===== src/hw/rtl/dq_pkg.sv =====
// Shared types and constants for the double-ended queue.
// No dependencies.
`timescale 1ns / 1ps

package dq_pkg;

  localparam int unsigned DqDepth    = 8;
  localparam int unsigned DqDataW    = 32;
  localparam int unsigned DqFillW    = 4;

  typedef enum logic [1:0] {
    OpPushFront = 2'd0,
    OpPushBack  = 2'd1,
    OpPopFront  = 2'd2,
    OpPopBack   = 2'd3
  } dq_op_e;

  typedef enum logic [1:0] {
    StOk    = 2'd0,
    StFull  = 2'd1,
    StEmpty = 2'd2
  } dq_status_e;

  // Response flags from the controller to the output stage.
  typedef struct packed {
    logic                 done;
    logic                 pop_ok;
    dq_status_e           status;
    logic [DqFillW-1:0]   fill;
  } dq_rsp_t;

endpackage


===== src/hw/rtl/dq_ram.sv =====
// Generic simple dual-port RAM: one write port, one read port, registered read.
// No dependencies.
`timescale 1ns / 1ps

module dq_ram #(
  parameter int unsigned WIDTH = 32,
  parameter int unsigned DEPTH = 8
) (
  input  logic                     clk_i,
  input  logic                     we_i,
  input  logic [$clog2(DEPTH)-1:0] waddr_i,
  input  logic [WIDTH-1:0]         wdata_i,
  input  logic                     re_i,
  input  logic [$clog2(DEPTH)-1:0] raddr_i,
  output logic [WIDTH-1:0]         rdata_o
);

  logic [WIDTH-1:0] mem_q [DEPTH];
  logic [WIDTH-1:0] rdata_q;

  always_ff @(posedge clk_i) begin
    if (we_i) begin
      mem_q[waddr_i] <= wdata_i;
    end
    if (re_i) begin
      rdata_q <= mem_q[raddr_i];
    end
  end

  assign rdata_o = rdata_q;

endmodule


===== src/hw/rtl/dq_ctrl.sv =====
// Deque controller: head pointer, entry count, RAM address generation, response flags.
// Depends on dq_pkg.
`timescale 1ns / 1ps

module dq_ctrl import dq_pkg::*; #(
  parameter int unsigned DEPTH = DqDepth
) (
  input  logic                     clk_i,
  input  logic                     rst_ni,
  input  logic                     req_i,
  input  logic [1:0]               op_i,
  output logic                     we_o,
  output logic                     re_o,
  output logic [$clog2(DEPTH)-1:0] addr_o,
  output dq_rsp_t                  rsp_o
);

  localparam int unsigned AW = $clog2(DEPTH);
  localparam int unsigned CW = $clog2(DEPTH + 1);
  localparam int unsigned SW = CW + 1;

  logic [AW-1:0] head_q, head_d;
  logic [CW-1:0] count_q, count_d;
  dq_rsp_t       rsp_q, rsp_d;

  logic          full, empty;
  logic [AW-1:0] head_dec, head_inc, back_wr, back_rd;
  logic [SW-1:0] sum_wr, sum_rd;

  assign full  = (count_q == CW'(DEPTH));
  assign empty = (count_q == '0);

  assign head_dec = (head_q == '0) ? AW'(DEPTH - 1) : head_q - AW'(1);
  assign head_inc = (head_q == AW'(DEPTH - 1)) ? '0 : head_q + AW'(1);

  // Back positions: head + count (push) and head + count - 1 (pop), wrapped.
  assign sum_wr  = SW'(head_q) + SW'(count_q);
  assign sum_rd  = sum_wr - SW'(1);
  assign back_wr = (sum_wr >= SW'(DEPTH)) ? AW'(sum_wr - SW'(DEPTH)) : AW'(sum_wr);
  assign back_rd = (sum_rd >= SW'(DEPTH)) ? AW'(sum_rd - SW'(DEPTH)) : AW'(sum_rd);

  always_comb begin
    head_d       = head_q;
    count_d      = count_q;
    we_o         = 1'b0;
    re_o         = 1'b0;
    addr_o       = head_q;
    rsp_d        = '0;
    rsp_d.status = StOk;
    if (req_i) begin
      rsp_d.done = 1'b1;
      case (dq_op_e'(op_i))
        OpPushFront: begin
          if (full) begin
            rsp_d.status = StFull;
          end else begin
            head_d  = head_dec;
            addr_o  = head_dec;
            we_o    = 1'b1;
            count_d = count_q + CW'(1);
          end
        end
        OpPushBack: begin
          if (full) begin
            rsp_d.status = StFull;
          end else begin
            addr_o  = back_wr;
            we_o    = 1'b1;
            count_d = count_q + CW'(1);
          end
        end
        OpPopFront: begin
          if (empty) begin
            rsp_d.status = StEmpty;
          end else begin
            addr_o       = head_q;
            re_o         = 1'b1;
            head_d       = head_inc;
            count_d      = count_q - CW'(1);
            rsp_d.pop_ok = 1'b1;
          end
        end
        OpPopBack: begin
          if (empty) begin
            rsp_d.status = StEmpty;
          end else begin
            addr_o       = back_rd;
            re_o         = 1'b1;
            count_d      = count_q - CW'(1);
            rsp_d.pop_ok = 1'b1;
          end
        end
        default: begin
          rsp_d.done = 1'b1;
        end
      endcase
      rsp_d.fill = DqFillW'(count_d);
    end
  end

  always_ff @(posedge clk_i or negedge rst_ni) begin
    if (!rst_ni) begin
      head_q  <= '0;
      count_q <= '0;
      rsp_q   <= '0;
    end else begin
      head_q  <= head_d;
      count_q <= count_d;
      rsp_q   <= rsp_d;
    end
  end

  assign rsp_o = rsp_q;

endmodule


===== src/hw/rtl/double_ended_queue_top.sv =====
// Top level of the bounded double-ended queue of signed 32-bit words (dq_pkg, dq_ram, dq_ctrl).
// Every request gives its result in the cycle after acceptance (done_o strobe).
// One request per cycle while busy is low; the store is a single RAM with registered read.
// Reset: asynchronous, active low; clears head and count, busy high for one cycle after.
// Stored words are not cleared; only entries already pushed are ever read.
// The receiver cannot stall: each result is shown for exactly one cycle.
`timescale 1ns / 1ps

module double_ended_queue_top import dq_pkg::*; #(
  parameter int unsigned DEPTH = DqDepth
) (
  input  logic                      clk_i,
  input  logic                      rst_ni,
  // request side
  input  logic                      start,
  output logic                      busy,
  input  logic [1:0]                op_i,
  input  logic signed [DqDataW-1:0] value_i,
  // result side
  output logic                      done_o,
  output logic signed [DqDataW-1:0] popped_o,
  output logic [1:0]                status_o,
  output logic [DqFillW-1:0]        fill_o
);

  localparam int unsigned AW = $clog2(DEPTH);

  logic               busy_q;
  logic               req;
  logic               we, re;
  logic [AW-1:0]      addr;
  logic [DqDataW-1:0] rdata;
  dq_rsp_t            rsp;

  // Hold requests off for the first cycle out of reset.
  always_ff @(posedge clk_i or negedge rst_ni) begin
    if (!rst_ni) begin
      busy_q <= 1'b1;
    end else begin
      busy_q <= 1'b0;
    end
  end

  assign busy = busy_q;
  assign req  = start && !busy_q;

  // Controller works out the slot, updates pointers and issues at most one RAM access.
  dq_ctrl #(
    .DEPTH (DEPTH)
  ) u_ctrl (
    .clk_i  (clk_i),
    .rst_ni (rst_ni),
    .req_i  (req),
    .op_i   (op_i),
    .we_o   (we),
    .re_o   (re),
    .addr_o (addr),
    .rsp_o  (rsp)
  );

  // Slot store. A push then a pop of the same slot fall in different cycles,
  // so the write has landed before the read: no forwarding needed.
  dq_ram #(
    .WIDTH (DqDataW),
    .DEPTH (DEPTH)
  ) u_ram (
    .clk_i   (clk_i),
    .we_i    (we),
    .waddr_i (addr),
    .wdata_i (value_i),
    .re_i    (re),
    .raddr_i (addr),
    .rdata_o (rdata)
  );

  // Result: registered flags from the controller, word from the RAM read register, zeroed unless a pop succeeded.
  assign done_o   = rsp.done;
  assign status_o = rsp.status;
  assign fill_o   = rsp.fill;
  assign popped_o = rsp.pop_ok ? signed'(rdata) : '0;

endmodule


===== config.mk =====
export PLATFORM = sky130hd
export DESIGN_NAME = double_ended_queue_top
export DESIGN_NICKNAME = d
export VERILOG_FILES = /design/src/hw/rtl/dq_pkg.sv /design/src/hw/rtl/dq_ram.sv /design/src/hw/rtl/dq_ctrl.sv /design/src/hw/rtl/double_ended_queue_top.sv
export SDC_FILE = /design/constraint.sdc
export NUM_CORES = 1
export LEC_CHECK = 0
export ABC_AREA = 1
export ABC_CLOCK_PERIOD_IN_PS = 9600
export CAP_MARGIN = 0
export CORE_MARGIN = 2
export CORE_UTILIZATION = 40
export CTS_CLUSTER_DIAMETER = 200
export DETAILED_ROUTE_END_ITERATION = 6
export DONT_BUFFER_PORTS = 1
export GPL_ROUTABILITY_DRIVEN = 1
export SETUP_SLACK_MARGIN = 0.5
export SYNTH_ARGS = -nofsm -noshare
export SYNTH_HDL_FRONTEND = slang
export SYNTH_SLANG_ARGS = --single-unit

===== constraint.sdc =====
create_clock -name clk_i -period 9.6 [get_ports clk_i]
set_input_delay 0.48 -clock clk_i [delete_from_list [all_inputs] [get_ports clk_i]]
set_output_delay 0.48 -clock clk_i [all_outputs]
set_load 0.02 [all_outputs]

**After elaboration in Yosys (flattened, before gate mapping)**

Memories as Yosys holds them, arrays and structs flattened. A register that Yosys moved wholly into a read port is not among the register bits.
Cells that the tools add are included.

- Bits in registers: 16
- Bits in latches: 0
- Memory bits (writable): 256
- ROM bits: 0
- Input port bits: 37
- Output and inout bits: 40
- Logic and storage cells: 60
- Memories: 1

- $add $sub $neg: 8
- Multiply operators: 0
- Div/mod/pow operators: 0
- Order comparisons: 2
- Equal/unequal tests: 6
- Shifts and indexed selects: 0
- Muxes and demuxes: 27
- Bitwise operators: 0
- Reductions and logical operators: 9

Memory list:

| memory | depth | bits a word | rd ports | clocked after Yosys merged registers in | write ports | line | RTL |
|---|---|---|---|---|---|---|---|
| u_ram.mem_q | 8 | 32 | 1 | 1 | 1 | dq_ram.sv:18 | `logic [WIDTH-1:0] mem_q [DEPTH];` |

Operators by type and width:

| kind | number |
|---|---|
| 32-bit 2-to-1 mux | 1 |
| 3-bit 2-to-1 mux | 9 |
| 3-bit case mux with 4 select lines | 1 |
| 5-bit by 4-bit greater-or-equal comparator with 1-bit output, second input constant | 2 |
| 1-bit 2-to-1 mux | 9 |
| 3-bit by 1-bit subtractor with 3-bit output, second input constant | 3 |
| 4-bit 2-to-1 mux | 2 |
| 8-bit 2-to-1 mux | 1 |
| 4-bit case mux with 2 select lines | 1 |
| 3-bit case mux with 2 select lines | 1 |
| 3-bit by 4-bit adder with 5-bit output | 1 |
| 5-bit by 1-bit subtractor with 5-bit output, second input constant | 1 |
| 4-bit by 1-bit adder with 4-bit output, second input constant | 1 |
| 2-bit equality test, second input constant | 2 |
| 4-bit equality test, second input constant | 1 |
| 4-bit logical NOT | 1 |
| 2-bit case mux with 2 select lines | 1 |
| 2-bit OR reduction | 2 |
| 4-bit by 1-bit subtractor with 4-bit output, second input constant | 1 |
| 3-bit by 1-bit adder with 3-bit output, second input constant | 1 |
| 3-bit equality test, second input constant | 1 |
| 3-bit logical NOT | 1 |
| 3-bit AND reduction | 1 |
| 2-bit by 1-bit equality test with 1-bit output, second input constant | 1 |
| other kinds (6) | 6 |

**Depth between registers and ports, before layout**

Gate-level depths: netlist of the first run.

- Word-level depth: 7
- Mapped depth: 17
- Mapped depth without buffers: 16

**Modules after synthesis**

From an unflattened synthesis of the first run, not the netlist that was laid out.

- Cell total of the unflattened synthesis: 1,381
- Area total of the unflattened synthesis: 13,669.4 µm²

Modules (own cells, without submodules):

| module | times used | cells an instance | area each (µm²) | sequential area each (µm²) |
|---|---|---|---|---|
| dq_ram | 1 | 1,156 | 12,192.9 | 8,648.3 |
| dq_ctrl | 1 | 154 | 1,164.9 | 375.4 |
| double_ended_queue_top | 1 | 71 | 311.5 | 26.3 |

**Worst setup path after synthesis of the first run**

Ideal clock, no wire load.

- Kind: register to register
- From: register u_ctrl.count_q[0]
- To: memory u_ram.mem_q[2][0] (enable)
- Library setup time: 0.421 ns
- Arrival time: 3.463 ns
- Required time: 9.179 ns
- Path slack: 5.717 ns
- Cell stages (with the launch flop): 14
- Buffers on the path: 2
- Period minus slack after synthesis: 3.883 ns
- Cells stage by stage: dfrtp_1 -> ha_1 -> inv_1 -> fa_1 -> ha_1 -> nand2_1 -> nand3_1 -> nand3_1 -> nand2_1 -> nand2_2 -> buf_4 -> buf_2 -> nand2_1 -> nor2_1

- Cells in the longest elaborated chain, start to end: 7
- Elaborated cells on any way between the ends: 20
- Classes of those cells: 4 x add/sub; 2 x order compare; 1 x eq/ne; 12 x mux; 1 x reduce/logical

RTL lines:

| element | line | RTL |
|---|---|---|
| start: declaration | dq_ctrl.sv:23 | `logic [CW-1:0] count_q, count_d;` |
| start signal: assignment | dq_ctrl.sv:108 | `count_q <= count_d;` |
| 3-bit by 4-bit adder with 5-bit output | dq_ctrl.sv:37 | `assign sum_wr = SW'(head_q) + SW'(count_q);` |
| 5-bit by 1-bit subtractor with 5-bit output | dq_ctrl.sv:38 | `assign sum_rd = sum_wr - SW'(1);` |
| 5-bit by 4-bit greater-or-equal comparator with 1-bit output or 3-bit by 1-bit subtractor with 3-bit output (tied branches) | dq_ctrl.sv:40 | `assign back_rd = (sum_rd >= SW'(DEPTH)) ? AW'(sum_rd - SW'(DEPTH)) : AW'(sum_rd);` |
| 3-bit 2-to-1 mux | dq_ctrl.sv:40 |  |
| 3-bit 2-to-1 mux | dq_ctrl.sv:84 | `if (empty) begin` |
| 3-bit case mux with 4 select lines | dq_ctrl.sv:52 | `case (dq_op_e'(op_i))` |
| 3-bit 2-to-1 mux | dq_ctrl.sv:50 | `if (req_i) begin` |
| end: declaration | dq_ram.sv:18 |  |

Several ways; a longest one is shown, not always the timed one.

**Final worst setup path of the first run**

- From: register busy_q (netlist: busy)
- To: register u_ram.rdata_q[1] (netlist: u_ram.rdata_o[1]), read port of u_ram.mem_q, data pin

- Cells in the longest elaborated chain, start to end: 3
- Elaborated cells on any way between the ends: 4
- Classes of those cells: 2 x mux; 2 x reduce/logical

RTL lines:

| element | line | RTL |
|---|---|---|
| start: declaration | double_ended_queue_top.sv:28 | `logic busy_q;` |
| start signal: assignment | double_ended_queue_top.sv:38 | `busy_q <= 1'b1;` |
| start signal: assignment | double_ended_queue_top.sv:40 | `busy_q <= 1'b0;` |
| 1-bit logical NOT (*) | double_ended_queue_top.sv:45 | `assign req = start && !busy_q;` |
| 1-bit logical AND (*) | double_ended_queue_top.sv:45 |  |
| 3-bit 2-to-1 mux or 1-bit 2-to-1 mux (tied branches) | dq_ctrl.sv:50 |  |
| end: declaration | dq_ram.sv:19 | `logic [WIDTH-1:0] rdata_q;` |

Mark *: on every way between the ends. The rest lies on a longest branch, timed or not.
A chain may end at the register's enable or synchronous reset.

==> results, run 1 <==
- The post-CTS setup-driven buffer insertion count is 0.
- The most used flip-flop cell after synthesis is sky130_fd_sc_hd__edfxtp_1.
- The length of routed met3 wiring is about 1900 um.
- The number of H-tree levels is 2.
- The number of nets in the synthesized netlist is 1443.
- The pin slew with the least headroom to its limit is 1.25 ns.
- The count of endpoints failing hold in the final timing report is 0.
- Timing would allow up to between 0.2 and 0.25 GHz.
- Counting both buffers and inverters, the worst setup path holds a total of 2.
- The number of buffers inserted during clock tree synthesis is 34.
- The worst register-to-register path ends at u_ram.rdata_o[1]$_DFFE_PP_.
- The worst hold path terminates at u_ctrl.rsp_o[4]$_DFF_PN0_.
- In the post-route analysis, the smallest setup slack over all paths is 5.08 ns.
- The worst hold path belongs to the class input port to flip-flop.
- The pre-CTS worst setup slack is just under 5 ns.
- The synthesis warning total is 0.
- The number of inserted filler cells in the final layout is around 3200.
- Clock-pin slew was measured on the worst setup and hold paths at around 0.060 ns.
- The final net count is roughly 1400.
- The number of I/O port buffers is 0.
- The iteration count of the initial detailed-routing pass is 5.
- The die outline height is approximately 190 um.
- VDD sags by at most approximately 0.18 mV.
- STA classifies the critical path startpoint as a flip-flop.
- The first global-routing pass estimated 49700 um of wire.
- The run finished with clean final reports.
- For this design the ratio of total power to cell area is ~270 mW/mm2.
- The source of the worst register-to-register timing path is busy$_DFF_PN1_.
- The area growth from synthesis to final layout is 9.69%.
- The quantity of hold-fixing buffers added after cts is 1.
- Along the worst path, the maximum fanout reaches 97.
- The max-cap check violation count is 0.
- The area of the placeable core is 0.0344 mm2.
- The residual DRC count is 0.
- The number of slew-limit violations in the final report is 0.
- The starting density of the core is 0.404.
- The detailed router put a total of about 14000 um of wire on met1.
- On the critical path, the stage with the largest delay is an instance of sky130_fd_sc_hd__buf_4.
- During I/O placement, the number of pins put on the boundary was a little under 80.
- The post-synthesis instance total is 1397.
- The number of antenna diodes in the final layout is 0.
- Counting cells, the worst reg-to-reg path comes to 11.
- The gate family responsible for the most delay along the worst path is simple AND/OR/NAND/NOR gates.
- Measured along the x axis, the die boundary spans ~190 um.
- The via count of the first global-routing pass is between 8000 and 9000.
- The kind of critical path is flip-flop to flip-flop.
- Across all layers, the routed design uses between 8000 and 9000 vias.
- Of the available clock period, the critical path in the final layout requires 0.470.
- The sum of met2 wire segment lengths after detailed routing is 14800 um.
- The clock latency on the worst-skew pair is 0.52 ns.
- The number of antenna violations at the first check in global routing was 0.
- The clock net sink count is 304.
- Data on the critical path is required at its endpoint by approximately 9.9 ns.
- The number of distinct library cells after synthesis is 30.
- After the first detailed-routing iteration, the DRC count stood at about 600.
- The top cell types in the final layout, fill and taps aside, are sky130_fd_sc_hd__nand2_1 (362), sky130_fd_sc_hd__inv_1 (306), sky130_fd_sc_hd__edfxtp_1 (288).
- The overflow left after global routing is 0.
- The wire length after detailed routing is 31300 um.
- Routability-driven placement finished with a final weighted congestion of between 0.8 and 0.9.
- The largest net degree at the start of global routing is 98.
- The total routing usage reported by global routing is 0.177.
- The worst clock skew on the final layout is about 0.014 ns.
- In the routed layout, each cell is associated on average with a via count of 4.83.
- Of the synthesized area, sequential elements account for 0.651.
- The maximum clock insertion buffer count is 3.
- TritonCTS built the clock tree.
- After floorplanning, the core was divided into 68 placement rows.
- The accumulated negative setup slack is 0 ns.
- The share of synthesized flip-flops with an asynchronous set or reset is 0.0526.
- The stage delay of the slowest cell on the critical path is around 0.91 ns.
- The register-to-register setup slack is slightly above 5 ns.
- The cell area that synthesis handed to floorplanning was roughly 0.014 mm2.
- The die covers between 0.03 and 0.04 mm2.
- After layout, the design draws a total of 4.09 mW.
- Setup violations remaining at the end of the flow were counted as 0.
- Synthesis inferred just over 300 register bits.
- The worst pin sits at a relative slew slack of 0.163.
- Setup repair after global routing left no endpoint under its margin.
- The number of antenna-violating nets in the routed design is 0.
- The CTS root buffer is sky130_fd_sc_hd__clkbuf_16.
- The type of destination of the critical path is a flip-flop.
- The worst endpoint data arrival time is approximately 4.8 ns.
- In the final routed layout, each cell accounts on average for 16.9 um.
- The synthesized area per cell is 9.95 um2.
- After layout, the minimum clock period comes to 4.52 ns.
- Of the cells placed in the final design, the portion with a size suffix greater than 1 is 0.0567.
- The startpoint identified for the worst hold timing path is op_i[1].
- The reported leakage power is ~6.9 nW.
- Counting stages on the worst path, the most repeated cell is sky130_fd_sc_hd__nand2_1.
- The most common library cell in the layout ignoring fill and taps is sky130_fd_sc_hd__nand2_1.
- The number of gates resized after CTS was 0.
- The uppermost layer routed is met4.
- The depth of the worst hold-timing path is 1.
- The synthesized design contains about 290 enable-type register cells.
- The signal on the critical path passes through nor2_1 > inv_1 > a21oi_2 > nand2_4 > nand2_4 > buf_4 > nand2_1 > nand3_1 > nand2_1 > nand2_1 > nand2_1.
- Detailed placement ended at an HPWL of roughly 17000 um.
==> registers in the layout (all words and copies together), names as in the netlist <==
name	count
u_ram.mem_q	256
u_ram.rdata_o	32
u_ctrl.rsp_o	8
u_ctrl.count_q	4
u_ctrl.head_q	3
busy	1
==> per-layer routing <==
layer  global-route usage  vias to the layer above
met2                0.296                      237
met3               0.0335                       43
li1                     -                     4401
met5                    0                        -
met1                0.236                     4251
met4               0.0513                        0
==> synth_stat cells (4+ instances only) <==
master	number	area, um2
sky130_fd_sc_hd__buf_6	14	158
sky130_fd_sc_hd__a21oi_1	4	20.0
sky130_fd_sc_hd__dfrtp_1	15	375
sky130_fd_sc_hd__ha_1	8	100
sky130_fd_sc_hd__buf_4	23	173
sky130_fd_sc_hd__clkbuf_1	16	60.1
sky130_fd_sc_hd__nand3_1	277	1390
sky130_fd_sc_hd__buf_2	23	115
sky130_fd_sc_hd__o21ai_0	13	65.1
sky130_fd_sc_hd__inv_1	306	1150
sky130_fd_sc_hd__edfxtp_1	288	8650
sky130_fd_sc_hd__nand2_1	363	1360
sky130_fd_sc_hd__nor2_1	21	78.8
==> cell families (layout without fill, tap and decap cells) <==
| group | count (synthesis) | count (layout) | share of synthesized area |
|---|---|---|---|
| flops | 304 | 304 | 0.651 |
| fa+ha+maj | 9 | 9 | 0.00864 |
| other cells | 1 | 1 | 0.000270 |
| xor+xnor | 2 | 2 | 0.00126 |
| compound gates | 25 | 25 | 0.0104 |
| buf+inv | 385 | 381 | 0.120 |
| simple gates | 671 | 671 | 0.209 |
==> layout make-up <==
type	instances	area, um2	area share
Tap cell	455	569	0.0373
Sequential cell	304	9050	0.594
Clock inverter	20	240	0.0158
Clock buffer	42	881	0.0578
Multi-Input combinational cell	708	3270	0.214
Inverter	309	1160	0.0761
Timing Repair Buffer	10	77.6	0.00509
==> where the power goes <==
group	total, mW	internal, mW	switching [mW]
logic	1.16	0.333	0.829
clock network	1.31	0.792	0.517
registers	1.62	1.57	0.0475
total	4.09	2.70	1.39
==> worst register-to-register path, stage by stage, from the launching register on <==
cell	delay [ns]
sky130_fd_sc_hd__dfstp_2	0.40
sky130_fd_sc_hd__nor2_1	0.72
sky130_fd_sc_hd__inv_1	0.48
sky130_fd_sc_hd__a21oi_2	0.30
sky130_fd_sc_hd__nand2_4	0.36
sky130_fd_sc_hd__nand2_4	0.52
sky130_fd_sc_hd__buf_4	0.92
sky130_fd_sc_hd__nand2_1	0.21
sky130_fd_sc_hd__nand3_1	0.15
sky130_fd_sc_hd__nand2_1	0.08
sky130_fd_sc_hd__nand2_1	0.06
sky130_fd_sc_hd__nand2_1	0.07
==> through the flow <==
step	cell area, um2	hold WS, ns	utilization	instances
6_report	15200	0.0376	0.444	1848
5_1_grt	15200	0.0207	0.444	1848
4_1_cts	15200	0.0140	0.444	1848
3_5_place_dp	14100	0.185	0.411	1785
3_3_place_gp	14100	0.185	0.411	1785
2_1_floorplan	13900	0.184	-	1397
==> worst max path at each step <==
stage	slack, ns	start	cells past startpoint	end
after floorplan	5.72	u_ctrl.count_q[0]$_DFFE_PN0P_	13	u_ram.mem_q[2][0]$_DFFE_PP_
after global routing	4.66	busy$_DFF_PN1_	11	u_ram.rdata_o[1]$_DFFE_PP_
after global placement	5.02	start	9	u_ram.mem_q[1][2]$_DFFE_PP_
after CTS	5.01	busy$_DFF_PN1_	8	u_ram.mem_q[1][1]$_DFFE_PP_
after detailed placement	4.94	start	9	u_ram.mem_q[1][2]$_DFFE_PP_
final	5.08	busy$_DFF_PN1_	11	u_ram.rdata_o[1]$_DFFE_PP_
Power figures use the tool's default switching activity.
==> run 2: changes to the inputs <==
--- a/config.mk
+++ b/config.mk
@@ -6,7 +6,7 @@
 export NUM_CORES = 1
 export LEC_CHECK = 0
 export ABC_AREA = 1
-export ABC_CLOCK_PERIOD_IN_PS = 9600
+export ABC_CLOCK_PERIOD_IN_PS = 4460
 export CAP_MARGIN = 0
 export CORE_MARGIN = 2
 export CORE_UTILIZATION = 40
==> constraint.sdc (replaced) <==
create_clock -name clk_i -period 4.46 [get_ports clk_i]
set_input_delay 0.223 -clock clk_i [delete_from_list [all_inputs] [get_ports clk_i]]
set_output_delay 0.223 -clock clk_i [all_outputs]
set_load 0.02 [all_outputs]
==> results, run 2 (synthesis gave the netlist of run 1 again) <==
- The final core area utilization came to 0.461 (was 0.444).
- The total routing usage reported by global routing is 0.177 (about the same).
- The clock net sink count is 304 (unchanged).
- The worst slew margin relative to its limit is 0.436 (was 0.163).
- The type of the worst min-delay path is input port to flip-flop (unchanged).
- Commonest non-fill, non-tap cells in the layout: sky130_fd_sc_hd__nand2_1 (362), sky130_fd_sc_hd__inv_1 (306), sky130_fd_sc_hd__edfxtp_1 (288) (unchanged).
- The number of buffers inserted during clock tree synthesis is 35 (was 34).
- The stage delay of the slowest cell on the critical path is 0.52 ns (was 0.91 ns).
- The number of gates resized after cts came to 0 (unchanged).
- The routability congestion estimate is 0.869 (was 0.846).
- The die outline height is 190 um (unchanged).
- The count of placed standard cells in the final layout, fillers left out is 1902 (was 1848).
- The global-route wire length before repair is 49700 um (about the same).
- The net switching power is 3.02 mW (was 1.39 mW).
- The type of destination of the critical path is a flip-flop (unchanged).
- The count of endpoints failing hold in the final timing report is 0 (unchanged).
- The via count of the first global-routing pass is 8839 (was 8838).
- The share of layout cells above drive strength 1 was 0.0678 (was 0.0567).
- The slowest cell on the critical path is sky130_fd_sc_hd__fa_1 (was sky130_fd_sc_hd__buf_4).
- The number of slew-limit violations in the final report is 0 (unchanged).
- The power density of the placed cells is 568 mW/mm2 (was 268 mW/mm2).
- The share of power burned in the clock network is 0.327 (was 0.320).
- The maximum clock insertion buffer count is 3 (unchanged).
- The worst clock skew on the final layout came to 0.0206 ns (was 0.0144 ns).
- Worst-path cell chain: ha_1 > inv_1 > fa_1 > ha_1 > nand2_1 > nand3_1 > nand3_1 > nand2_1 > nand2_2 > inv_2 > nand2_1 > nor2_4 > buf_4 (was nor2_1 > inv_1 > a21oi_2 > nand2_4 > nand2_4 > buf_4 > nand2_1 > nand3_1 > nand2_1 > nand2_1 > nand2_1).
- The number of placement rows is 68 (unchanged).
- The critical path required time is 4.63 ns (was 9.87 ns).
- The cell count after placement is 1804 (was 1785).
- The maximum vdd ir drop is 0.315 mV (was 0.177 mV).
- The placed wire-length estimate was 18400 um (was 17200 um).
- The most common library cell in the layout ignoring fill and taps is sky130_fd_sc_hd__nand2_1 (unchanged).
- The number of antenna violations at the first check in global routing is 2 (was 0).
- The number of primary I/O pins is 77 (unchanged).
- The die area came to 0.0363 mm2 (unchanged).
- The overflow left after global routing is 0 (unchanged).
- The area growth from synthesis to final layout came to 14.0% (was 9.69%).
- The number of I/O port buffers is 0 (unchanged).
- The placed cell area was 0.0143 mm2 (was 0.0141 mm2).
- The final worst-path cycle share came to 0.816 (was 0.470).
- The accumulated negative setup slack is 0 ns (unchanged).
- The flip-flop count of the largest register after layout is 256 (unchanged).
- The pre-CTS worst setup slack came to 0.819 ns (was 4.94 ns).
- The clock tree from TritonCTS is built (unchanged).
- The post-CTS setup-driven buffer insertion count is 0 (unchanged).
- The CTS root buffer is sky130_fd_sc_hd__clkbuf_16 (unchanged).
- The residual DRC count is 0 (unchanged).
- The wire length after detailed routing came to 31600 um (was 31300 um).
- The switching fraction of total power came to 0.336 (was 0.341).
- The routed wirelength normalized by instance count is 16.6 um (was 16.9 um).
- The max-cap check violation count is 0 (unchanged).
- The starting density of the core is 0.404 (unchanged).
- The combinational cell fraction of total power is 0.286 (was 0.284).
- The number of setup violations in the final report came to 0 (unchanged).
- Run status: complete, no violations (unchanged).
- The iteration count of the initial detailed-routing pass is 5 (unchanged).
- The setup slack after layout is 0.822 ns (was 5.08 ns).
- The worst endpoint data arrival time was 3.81 ns (was 4.78 ns).
- The reported leakage power is 7.15 nW (was 6.88 nW).
- The design area was 0.0158 mm2 (was 0.0152 mm2).
- The clock-pin slew on the worst setup and hold paths is 0.06 ns (about the same).
- The number of antenna-violating nets in the routed design is 0 (unchanged).
- The DRC violation total after the first TritonRoute iteration was 761 (was 590).
- The die outline width is 190 um (unchanged).
- The kind of critical path was flip-flop to flip-flop (unchanged).
- The time the worst path needs with I/O delays and setup is 3.64 ns (was 4.52 ns).
- The kind of start point of the critical path was a flip-flop (unchanged).
- The final net count came to 1466 (was 1413).
- The clock latency on the worst-skew pair is 0.52 ns (about the same).
- The largest net degree at the start of global routing was 77 (was 98).
- The internal power component is 5.98 mW (was 2.70 mW).
- The gate family responsible for the most delay along the worst path is adder cells (was simple AND/OR/NAND/NOR gates).
- The count of vias placed by the detailed router is 9219 (was 8932).
- The area of the placeable core came to 0.0344 mm2 (unchanged).
- The register name with the most flops is u_ram.mem_q (unchanged).
- The top fanout value on the critical path is 23 (was 97).
- The dominant cell type by count on the critical path is sky130_fd_sc_hd__nand2_1 (unchanged).
- The pin slew with the least headroom to its limit is 0.846 ns (was 1.25 ns).
- RSZ-0062 raised after global routing: no (unchanged).
- The share of total power in sequential cells was 0.387 (was 0.396).
- The highest attainable clock frequency is 0.275 GHz (was 0.221 GHz).
- The number of vias per cell is 4.85 (was 4.83).
- The number of buffers and inverters on the critical path was 3 (was 2).
- The number of H-tree levels was 2 (unchanged).
## run 2: cell count changes in the layout (fill, tap and decap cells not counted), sizes merged
| cell | previous run | this run |
|---|---|---|
| buf | 9 | 28 |
| clkinv | 13 | 12 |
| inv | 311 | 310 |
| bufinv | 5 | 6 |
| dlygate4sd3 | 1 | 34 |
| clkinvlp | 0 | 2 |
| diode | 0 | 1 |
## run 2: area by class of cell
type                    count  area, um2
flip-flops and latches    304       9050
repair buffers             62        601
well taps                 455        569
multi-input cells         708       3270
inverters                 309       1160
fillers                  3199      18500
clock buffers              42        923
clock inverters            21        264
diodes                      1       2.50
## run 2: layer usage
metal  share of wire  global-route usage  vias to the layer above  wire [um]
met4           0.024              0.0537                        2        760
met5         0.00035                   0                        -         11
li1                -                   -                     4514          -
met3           0.053              0.0313                       53       1680
met2            0.47               0.284                      247      14700
met1            0.46               0.248                     4403      14400
## run 2: worst paths after layout
| kind | startpoint | to | slack, ns | cells past startpoint |
|---|---|---|---|---|
| setup reg to reg | u_ctrl.head_q[0]$_DFFE_PN0P_ | u_ram.mem_q[0][23]$_DFFE_PP_ | 0.82 | 13 |
| max in group asynchronous | rst_ni | u_ctrl.rsp_o[6]$_DFF_PN0_ | 3.75 | 1 |
| min in group asynchronous | rst_ni | u_ctrl.rsp_o[7]$_DFF_PN0_ | 0.24 | 1 |
| hold reg to reg | u_ctrl.count_q[0]$_DFFE_PN0P_ | u_ctrl.rsp_o[0]$_DFF_PN0_ | 0.67 | 3 |
| hold / removal | start | u_ctrl.rsp_o[7]$_DFF_PN0_ | 0.02 | 3 |
| setup / recovery | u_ctrl.head_q[0]$_DFFE_PN0P_ | u_ram.mem_q[0][23]$_DFFE_PP_ | 0.82 | 13 |
## run 2: worst min-delay path, cell delays in order
cell	delay (ns)
sky130_fd_sc_hd__inv_1	0.03
sky130_fd_sc_hd__nor2_1	0.03
sky130_fd_sc_hd__buf_4	0.17
## run 2: what timing repair did
| action | CTS | global route |
|---|---|---|
| endpoints found under the setup margin | 0 | 0 |
| endpoints found under the hold margin | 274 | 0 |
| hold buffers | 34 | 0 |
## run 2: power by group through the flow
stage               registers [mW]  clock network (mW)  logic, mW
floorplan                     3.49                   0       2.03
global placement              3.54                   0       2.49
detailed placement            3.55                   0       2.52
CTS                           3.49                3.00       2.59
global route                  3.50                3.11       2.92
finish                        3.48                2.94       2.57
## run 2: per-stage QoR
| stage | hold WS, ns | total power, mW |
|---|---|---|
| 3_5_place_dp | -0.0716 | 6.06 |
| 6_report | 0.0223 | 9.00 |
| 4_1_cts | 0.0107 | 9.07 |
| 3_3_place_gp | -0.0717 | 6.03 |
| 5_1_grt | 0.0239 | 9.53 |
| 2_1_floorplan | -0.0726 | 5.52 |
==> run 3: changes to the inputs <==
--- a/config.mk
+++ b/config.mk
@@ -5,8 +5,8 @@
 export SDC_FILE = /design/constraint.sdc
 export NUM_CORES = 1
 export LEC_CHECK = 0
-export ABC_AREA = 1
-export ABC_CLOCK_PERIOD_IN_PS = 4460
+export ABC_AREA = 0
+export ABC_CLOCK_PERIOD_IN_PS = 3200
 export CAP_MARGIN = 0
 export CORE_MARGIN = 2
 export CORE_UTILIZATION = 40
==> constraint.sdc (replaced) <==
create_clock -name clk_i -period 3.2 [get_ports clk_i]
set_input_delay 0.16 -clock clk_i [delete_from_list [all_inputs] [get_ports clk_i]]
set_output_delay 0.16 -clock clk_i [all_outputs]
set_load 0.02 [all_outputs]
==> results, run 3 <==
- Run status: finished with violations (was complete, no violations).
- The final reports fail on negative setup slack.
- The area of the placeable core is 0.0316 mm2 (was 0.0344 mm2).
- The clock-pin slew on the worst setup and hold paths came to 0.06 ns (about the same).
- The routability congestion estimate is 0.829 (was 0.869).
- The total routing usage reported by global routing is 0.165 (was 0.177).
- The cell with the most instances after synthesis was sky130_fd_sc_hd__edfxtp_1 (was sky130_fd_sc_hd__nand2_1).
- The via count of the first global-routing pass is 6883 (was 8839).
- The register-to-register setup slack is -0.11 ns (was 0.82 ns).
- The number of buffers inserted during clock tree synthesis is 34 (was 35).
- The starting density of the core is 0.405 (was 0.404).
- The design area was 0.0159 mm2 (was 0.0158 mm2).
- The number of antenna-violating nets in the routed design was 0 (unchanged).
- The critical path endpoint is u_ram.mem_q[0][7]$_DFFE_PP_ (was u_ram.mem_q[0][23]$_DFFE_PP_).
- The number of distinct library cells after synthesis came to 54 (was 30).
- The internal power component was 9.46 mW (was 5.98 mW).
- The DRC violation total after the first TritonRoute iteration is 428 (was 761).
- The share of total power in sequential cells is 0.369 (was 0.387).
- The setup slack after layout came to -0.110 ns (was 0.822 ns).
- The maximum clock insertion buffer count came to 3 (unchanged).
- The number of antenna violations at the first check in global routing is 2 (unchanged).
- The top fanout value on the critical path is 8 (was 23).
- The CTS root buffer was sky130_fd_sc_hd__clkbuf_16 (unchanged).
- The number of I/O port buffers is 0 (unchanged).
- The share of synthesized flip-flops with an asynchronous set or reset was 0.0526 (unchanged).
- The area growth from synthesis to final layout is 24.4% (was 14.0%).
- The combinational cell fraction of total power is 0.352 (was 0.286).
- The die outline height is 183 um (was 190 um).
- The kind of start point of the critical path is a flip-flop (unchanged).
- Top post-synthesis cells by count: sky130_fd_sc_hd__edfxtp_1 (288), sky130_fd_sc_hd__mux2i_1 (194), sky130_fd_sc_hd__and2_1 (33), sky130_fd_sc_hd__mux2_2 (33), sky130_fd_sc_hd__nor2_1 (19) (was sky130_fd_sc_hd__nand2_1 (363), sky130_fd_sc_hd__inv_1 (306), sky130_fd_sc_hd__edfxtp_1 (288)).
- The busiest metal layer after global routing is met2 (unchanged).
- The worst slew margin relative to its limit is 0.186 (was 0.436).
- The type of destination of the critical path is a flip-flop (unchanged).
- The number of synthesized flops with an enable pin is 288 (unchanged).
- Commonest non-fill, non-tap cells in the layout: sky130_fd_sc_hd__edfxtp_1 (288), sky130_fd_sc_hd__mux2i_1 (192), sky130_fd_sc_hd__clkbuf_16 (39) (was sky130_fd_sc_hd__nand2_1 (362), sky130_fd_sc_hd__inv_1 (306), sky130_fd_sc_hd__edfxtp_1 (288)).
- The wire length after detailed routing is 27500 um (was 31600 um).
- The share of power burned in the clock network is 0.279 (was 0.327).
- The clock latency on the worst-skew pair came to 0.50 ns (was 0.52 ns).
- The number of cells on the worst reg-to-reg path is 15 (was 13).
- The worst endpoint data arrival time is 3.51 ns (was 3.81 ns).
- The synthesized area per cell is 17.5 um2 (was 9.95 um2).
- The maximum vdd ir drop is 0.414 mV (was 0.315 mV).
- The net switching power is 3.84 mW (was 3.02 mW).
- The final worst-path cycle share was 1.03 (was 0.816).
- The placed cell area was 0.0136 mm2 (was 0.0143 mm2).
- The most common flop cell mapped by yosys is sky130_fd_sc_hd__edfxtp_1 (unchanged).
- The highest attainable clock frequency was 0.302 GHz (was 0.275 GHz).
- RSZ-0062 raised after global routing: yes (was no).
- The residual DRC count is 0 (unchanged).
- The cell type with the highest aggregate area in the netlist is sky130_fd_sc_hd__edfxtp_1 (unchanged).
- The type of the worst min-delay path is input port to flip-flop (unchanged).
- The die outline width came to 183 um (was 190 um).
- The source of the worst register-to-register timing path is u_ctrl.count_q[0]$_DFFE_PN0P_ (was u_ctrl.head_q[0]$_DFFE_PN0P_).
- The routed wirelength normalized by instance count is 21.5 um (was 16.6 um).
- The final net count is 901 (was 1466).
- The number of inserted filler cells in the final layout is 2576 (was 3199).
- The final core area utilization was 0.504 (was 0.461).
- The clock tree from TritonCTS is built (unchanged).
- The overflow left after global routing is 0 (unchanged).
- The placed wire-length estimate came to 15200 um (was 18400 um).
- The number of slew-limit violations in the final report is 0 (unchanged).
- The max-cap check violation count is 0 (unchanged).
- The power density of the placed cells is 836 mW/mm2 (was 568 mW/mm2).
- The share of layout cells above drive strength 1 is 0.230 (was 0.0678).
- The count of vias placed by the detailed router is 6710 (was 9219).
- The global-route wire length before repair is 41500 um (was 49700 um).
- The routing usage on met2 came to 0.279 (was 0.284).
- The register name with the most flops is u_ram.mem_q (unchanged).
- The time the worst path needs with I/O delays and setup is 3.31 ns (was 3.64 ns).
- The die area is 0.0334 mm2 (was 0.0363 mm2).
- The accumulated negative setup slack is -5.51 ns (was 0 ns).
- The reg-to-reg critical path endpoint was u_ram.mem_q[0][7]$_DFFE_PP_ (was u_ram.mem_q[0][23]$_DFFE_PP_).
- The number of synthesized register bits is 304 (unchanged).
- The most common library cell in the layout ignoring fill and taps is sky130_fd_sc_hd__edfxtp_1 (was sky130_fd_sc_hd__nand2_1).
- The post-synthesis sequential area ratio is 0.708 (was 0.651).
- The number of vias per cell came to 5.24 (was 4.85).
- The portion of synthesized cell area occupied by the leading cell type is 0.676 (was 0.622).
- The flip-flop count of the largest register after layout is 256 (unchanged).
- The post-synthesis instance total was 731 (was 1397).
- The number of setup violations in the final report is 140 (was 0).
- The critical path required time is 3.40 ns (was 4.63 ns).
- The number of placement rows came to 65 (was 68).
- The synthesis warning total is 0 (unchanged).
- Largest cells by area after synthesis: sky130_fd_sc_hd__edfxtp_1 (68%), sky130_fd_sc_hd__mux2i_1 (15%), sky130_fd_sc_hd__dfrtp_1 (2.9%) (was sky130_fd_sc_hd__edfxtp_1 (62%), sky130_fd_sc_hd__nand3_1 (10%), sky130_fd_sc_hd__nand2_1 (9.8%)).
- The number of primary I/O pins came to 77 (unchanged).
- The clock net sink count was 304 (unchanged).
- The number of nets in the synthesized netlist is 777 (was 1443).
- The switching fraction of total power is 0.289 (was 0.336).
- The worst clock skew on the final layout is 0.0164 ns (was 0.0206 ns).
- The met1 usage in global routing is 0.217 (was 0.248).
- The post-synthesis instance area came to 0.0128 mm2 (was 0.0139 mm2).
- The largest net degree at the start of global routing was 34 (was 77).
- The kind of critical path is flip-flop to flip-flop (unchanged).
- The number of H-tree levels is 2 (unchanged).
- The startpoint of the most critical setup path was u_ctrl.count_q[0]$_DFFE_PN0P_ (was u_ctrl.head_q[0]$_DFFE_PN0P_).
- The iteration count of the initial detailed-routing pass is 6 (was 5).
- The reported leakage power is 5.94 nW (was 7.15 nW).
- The count of endpoints failing hold in the final timing report was 0 (unchanged).
- The pin slew with the least headroom to its limit is 1.22 ns (was 0.846 ns).
- The met3 global-route usage is 0.0314 (was 0.0313).
[run 3: cell types whose count changed after synthesis, sizes merged, moves of 8 or more]
cell	delta
inv	-297
clkbuf	-8
nand2	-352
mux2i	+194
buf	-25
mux2	+34
and2	+33
nand3	-278
[run 3: what timing repair did]
item                                   CTS  global route
pin swaps                                8             4
hold buffers                            35             0
setup endpoints to repair              288           288
setup buffers                           29             2
endpoints found under the hold margin  278             0
gates resized for setup                 49             9
cloned                                  13             4
[run 3: cells by family after synthesis]
| kind of cell | share of synthesized area |
|---|---|
| flops | 0.708 |
| mux | 0.182 |
| simple gates | 0.0408 |
| buf+inv | 0.0369 |
| compound gates | 0.0208 |
| fa+ha+maj | 0.00939 |
| xor+xnor | 0.00205 |
| other cells | 0.000293 |
[run 3: power groups by stage]
stage	sequential, mW	combinational, mW	clock, mW
4_1_cts	4.91	4.62	3.81
3_5_place_dp	5.00	3.94	0
3_3_place_gp	4.98	3.84	0
5_1_grt	4.94	5.02	3.95
2_1_floorplan	4.90	3.35	0
6_report	4.91	4.68	3.71
[run 3: cell type report]
cell class	count	area, um2	area share
repair buffers	131	1820	0.114
multi-input cells	372	3430	0.215
diodes	2	5.00	0.000315
clock buffers	44	910	0.0572
flip-flops and latches	304	9050	0.569
clock inverters	14	158	0.00991
inverters	12	45.0	0.00283
well taps	402	503	0.0316
[run 3: through the flow]
| stage | hold slack (ns) | power (mW) | setup slack [ns] | instances |
|---|---|---|---|---|
| 4_1_cts | 0.0147 | 13.3 | -0.0393 | 1273 |
| 5_1_grt | 0.0558 | 13.9 | -0.233 | 1280 |
| 3_5_place_dp | -0.135 | 8.94 | -0.0737 | 1138 |
| 3_3_place_gp | -0.135 | 8.82 | 0.00114 | 1138 |
| 2_1_floorplan | -0.136 | 8.26 | -0.364 | 731 |
| 6_report | 0.0299 | 13.3 | -0.110 | 1281 |
[run 3: worst max-delay path: stages (launching register included)]
cell                      delay, ns
sky130_fd_sc_hd__dfrtp_1       0.35
sky130_fd_sc_hd__ha_2          0.17
sky130_fd_sc_hd__inv_2         0.03
sky130_fd_sc_hd__fa_1          0.52
sky130_fd_sc_hd__ha_2          0.19
sky130_fd_sc_hd__xor2_1        0.18
sky130_fd_sc_hd__nor3_1        0.07
sky130_fd_sc_hd__a21oi_1       0.20
sky130_fd_sc_hd__mux2i_2       0.30
sky130_fd_sc_hd__o31ai_4       0.11
sky130_fd_sc_hd__buf_6         0.14
sky130_fd_sc_hd__buf_6         0.13
sky130_fd_sc_hd__nor3b_4       0.21
sky130_fd_sc_hd__buf_6         0.14
sky130_fd_sc_hd__buf_8         0.13
sky130_fd_sc_hd__buf_8         0.15
[run 3: metal layers]
layer  share of wire  vias up
li1                -     3069
met1            0.43     3416
met2            0.50      177
met3           0.047       48
met4           0.024        0
met5               0        -
[run 3: how the worst min path moves through the flow]
stage,startpoint,end,slack (ns),cells past startpoint
2_1_floorplan,rst_ni,u_ctrl.count_q[0]$_DFFE_PN0P_,-0.14,0
3_3_place_gp,rst_ni,u_ctrl.rsp_o[0]$_DFF_PN0_,-0.13,0
3_5_place_dp,rst_ni,u_ctrl.rsp_o[3]$_DFF_PN0_,-0.13,0
4_1_cts,op_i[1],u_ctrl.rsp_o[1]$_DFF_PN0_,0.01,3
5_1_grt,op_i[1],u_ctrl.rsp_o[1]$_DFF_PN0_,0.06,3
6_report,op_i[1],u_ctrl.rsp_o[0]$_DFF_PN0_,0.03,3
